[src/rtl/ufr_ram.sv]
// ----------------------------------------------------------------------------
// ufr_ram
// Generic single-write, single-read memory with a registered read port.
// ----------------------------------------------------------------------------
module ufr_ram #(
	parameter int WIDTH = 8,
	parameter int DEPTH = 16,
	parameter int AW    = (DEPTH > 1) ? $clog2(DEPTH) : 1
) (
	input  logic             clk,
	input  logic             we,
	input  logic [AW-1:0]    waddr,
	input  logic [WIDTH-1:0] wdata,
	input  logic [AW-1:0]    raddr,
	output logic [WIDTH-1:0] rdata
);

	logic [WIDTH-1:0] mem [DEPTH];

	always_ff @(posedge clk) begin
		if (we) begin
			mem[waddr] <= wdata;
		end
		rdata <= mem[raddr];
	end

endmodule

[config.mk]
export PLATFORM = sky130hd
export DESIGN_NAME = ufr_ram
export DESIGN_NICKNAME = d
export VERILOG_FILES = /design/src/rtl/ufr_ram.sv
export SDC_FILE = /design/constraint.sdc
export NUM_CORES = 1
export LEC_CHECK = 0
export CORE_MARGIN = 2
export CORE_UTILIZATION = 40
export CTS_BUF_LIST = sky130_fd_sc_hd__clkbuf_4 sky130_fd_sc_hd__clkbuf_8 sky130_fd_sc_hd__clkbuf_16
export CTS_CLUSTER_DIAMETER = 80
export DETAILED_ROUTE_END_ITERATION = 8
export DONT_BUFFER_PORTS = 1
export PLACE_DENSITY = 0.57
export REMOVE_ABC_BUFFERS = 1
export SYNTH_ARGS = -nofsm -noshare
export SYNTH_HDL_FRONTEND = slang
export SYNTH_SLANG_ARGS = --single-unit
[constraint.sdc]
create_clock -name clk -period 2.75 [get_ports clk]
set_clock_uncertainty 0.2 [all_clocks]
set_input_delay 0.825 -clock clk [delete_from_list [all_inputs] [get_ports clk]]
set_output_delay 0.825 -clock clk [all_outputs]
set_load 0.1 [all_outputs]
After elaboration in Yosys (flattened, before gate mapping)
Memories as Yosys holds them, arrays and structs flattened. A register that Yosys moved wholly into a read port is not among the register bits.
Index checks and enable logic that the tools add are counted.
W data, S select, Z words.

storage, ports and cells
  bits in registers = 0
  memory bits (writable) = 128
  input bits = 18
  output and inout port bits = 8
  logic and storage cells = 3
  memories kept = 1

cells by class
  multiplexer cells = 2

memories
  memory  words  bits a word  rd ports  clocked after Yosys merged registers in  write ports  line  source
  mem     16     8            1         1                                        1            18    logic [WIDTH-1:0] mem [DEPTH];

operator list
  kind     count
  $mux W1  2

Longest topological paths before layout
  word-level depth = 2
  mapped depth = 5
  gate-level depth less buffers = 3

Least setup slack after synthesis
Ideal clock, no wire load.

  kind = input port to flip-flop
  start point = input waddr[2]
  end point = memory mem[0][0], enable pin
  library setup time = 0.383 ns
  data arrival time = 1.935 ns
  required time = 2.167 ns
  slack = 0.232 ns
  cell stages on the path = 2
  path buffers = 0
  cell sequence = or3b_2 -> nor3_1

RTL lines
  element      line  source
  from (decl)  12    input logic [AW-1:0] waddr,
  to (decl)    18

Straight into the memory's write port.

Final worst setup path
  start point = register rdata[2] (read register of mem)
  end point = output rdata[2]

RTL lines
  element      line  source
  from (decl)  15    output logic [WIDTH-1:0] rdata

No word-level cell between the ends.

==> impl_metrics.toml <==
[worst_setup_path]
r2r_start = "mem[6][2]"
cp-start-kind = "register"
worstPathArrival_ps = 1000
crit_family = "flip-flops"
end_kind = "output port"
worstReg2RegEnd = "rdata[2]"
cp_cell_sequence = "buf_4"
cp.depth = 1
cp_slowest_cell = "dfxtp_1"
timing.critical_path.from = "rdata[2]"
endpoint = "rdata[2]"
critPathMaxFanout = 1
critPathMaxStageDelay_ps = 310
reg2reg_slack_ps = 1120
r2r_cells = 3
crit_type = "reg -> out"
worst_ep_required_time_ps = 1730
path_buf_inv = 1

[power]
power_density_mw_per_mm2 = 805.1
p_total_w = 0.004883
ir_drop_v = 0.0004146
leakage_nw = 2.014

[logic_synthesis]
avgSynthCellArea_sq_um = 22.48
synth_cells = 229
ys_seq_area_share_pct = 77.78
ys_warn_count = 0
ys_types = 19
netlist_area_sq_mm = 0.005147
synth-seq-cells = 136

[floorplan]
die_h_um = 117.4
fp.coreArea_sq_mm = 0.01257
dieArea_sq_mm = 0.01379
rows = 41
io-pin-count = 26
die_x_um = 117.4
start_util_pct = 40.96

[clocking]
clkSinkCount = 136
cts_buffers = 17
h-tree-depth = 4
path_clk_slew_ps = 60
clock_path_buffers = 2
root_buffer = "clkbuf_16"
hold_buffers = 0
tritoncts = "done"
cts_resized = 0
cts_setup_buffers = 0
clk_latency_ps = 410

[placement]
hpwl_mm = 6.025
io_buffer_count = 0
gp_congestion = 0.7784
place_inst = 415
post_dp_cell_area_sq_mm = 0.005456

[timing]
min_period_ps = 2024
setup_viol = 0
hold_viol = 0
finalCritPeriodShare_pct = 73.60
tns_ps = 0
grt_setup_unrepaired = "no"
max_freq_mhz = 494.1
drv_slew = 0
relSlewSlack_pct = 55.83
tightest_slew_ps = 661.2

[layout]
num_antenna_cells = 0
fin_nets = 280
drive_above_1_share_pct = 26.18
layout_common_cells = "edfxtp_1 (128), buf_4 (24), mux4_2 (18)"
final_util_pct = 48.26
multi_input_area_sq_mm = 0.001057
fin_area_sq_mm = 0.006066
n_fill_cell = 1023
final_common_cell = "edfxtp_1"
regArea_sq_mm = 0.004004
synthToLayoutAreaGrowth_pct = 17.84
fin_cells = 447

[global_routing]
overflow = 0
grt_first_pass_wirelength_mm = 14.97
antenna_found_initial = 0
grt_pass1_vias = 2499
grt.total_usage_pct = 15.33
grt_max_degree = 33

[drt]
wl_per_cell_um = 21.76
routed_wl_mm = 9.728
dr.pass1.iters = 4
drt_iter0_markers = 136
drc = 0
drt-vias-per-instance = 5.183
postRouteAntennaNets = 0
via_count = 2317

[flow_run]
max_cap_viol_count = 0

[run_status]
status = "finished clean"

[hold_path]
hold_path_class = "in -> reg"
worstHoldStart = "wdata[1]"
==> stage by stage <==
stage / hold WS [ps] / setup WS, ps
detailed placement: 471.3 / 446.9
finish: 312.6 / 726.1
CTS: 294.0 / 693.3
global placement: 462.4 / 486.0
floorplan: 429.3 / 232.1
global route: 289.4 / 669.3
==> state kept, by name, indices dropped and copies added, names as in the netlist <==
register and count:
rdata 8, mem 128
==> where the power goes <==
group	switching (W)	internal [W]	leakage, nW	total, W
Combinational	0.000163	0.0000868	0.495	0.000250
Clock	0.000802	0.00150	0.295	0.00230
Sequential	0.0000110	0.00232	1.22	0.00233
Total	0.000977	0.00391	2.01	0.00488
==> cell usage after synthesis, drive strengths merged <==
master	instances	area (sq um)
edfxtp	128	3844
mux4	32	773.2
a22oi	16	120.1
nor2	13	48.80
nand2	9	33.78
dfxtp	8	160.2
buf	7	56.30
nor3	4	20.02
clkdlybuf4s25	3	30.03
nand2b	2	12.51
nand3b	2	15.01
and2	1	6.260
and2b	1	7.510
nand3	1	5.000
nor2b	1	6.260
or3b	1	8.760
==> cell type report <==
type	count	area share (%)
timing repair buffer	24	2.970
clock buffer	17	7.013
multi-input combinational	83	17.43
tap	172	3.548
clock inverter	15	3.032
sequential	136	66.01
==> worst min path at each step <==
stage,to,slack [ps],cells past startpoint
4_1_cts,mem[6][5],290,0
6_report,mem[1][1],310,0
3_3_place_gp,rdata[2],460,3
3_5_place_dp,rdata[2],470,3
2_1_floorplan,rdata[0],430,3
5_1_grt,mem[4][4],290,0
==> per-layer routing <==
metal  global-route usage [%]  vias to the layer above  wire [um]
met5                        0                        -          0
met4                    5.873                        0        106
met3                    4.280                        5        506
met2                    24.82                       63       5029
met1                    19.81                     1211       4086
li1                         -                     1038          -
==> kinds of logic after synthesis <==
family	synth area share, %
DFF	77.78
and+or+nand+nor	3.184
muxes	15.02
AOI/OAI and AO/OA	2.334
buffers and inverters	1.677
Power figures use the tool's default switching activity.
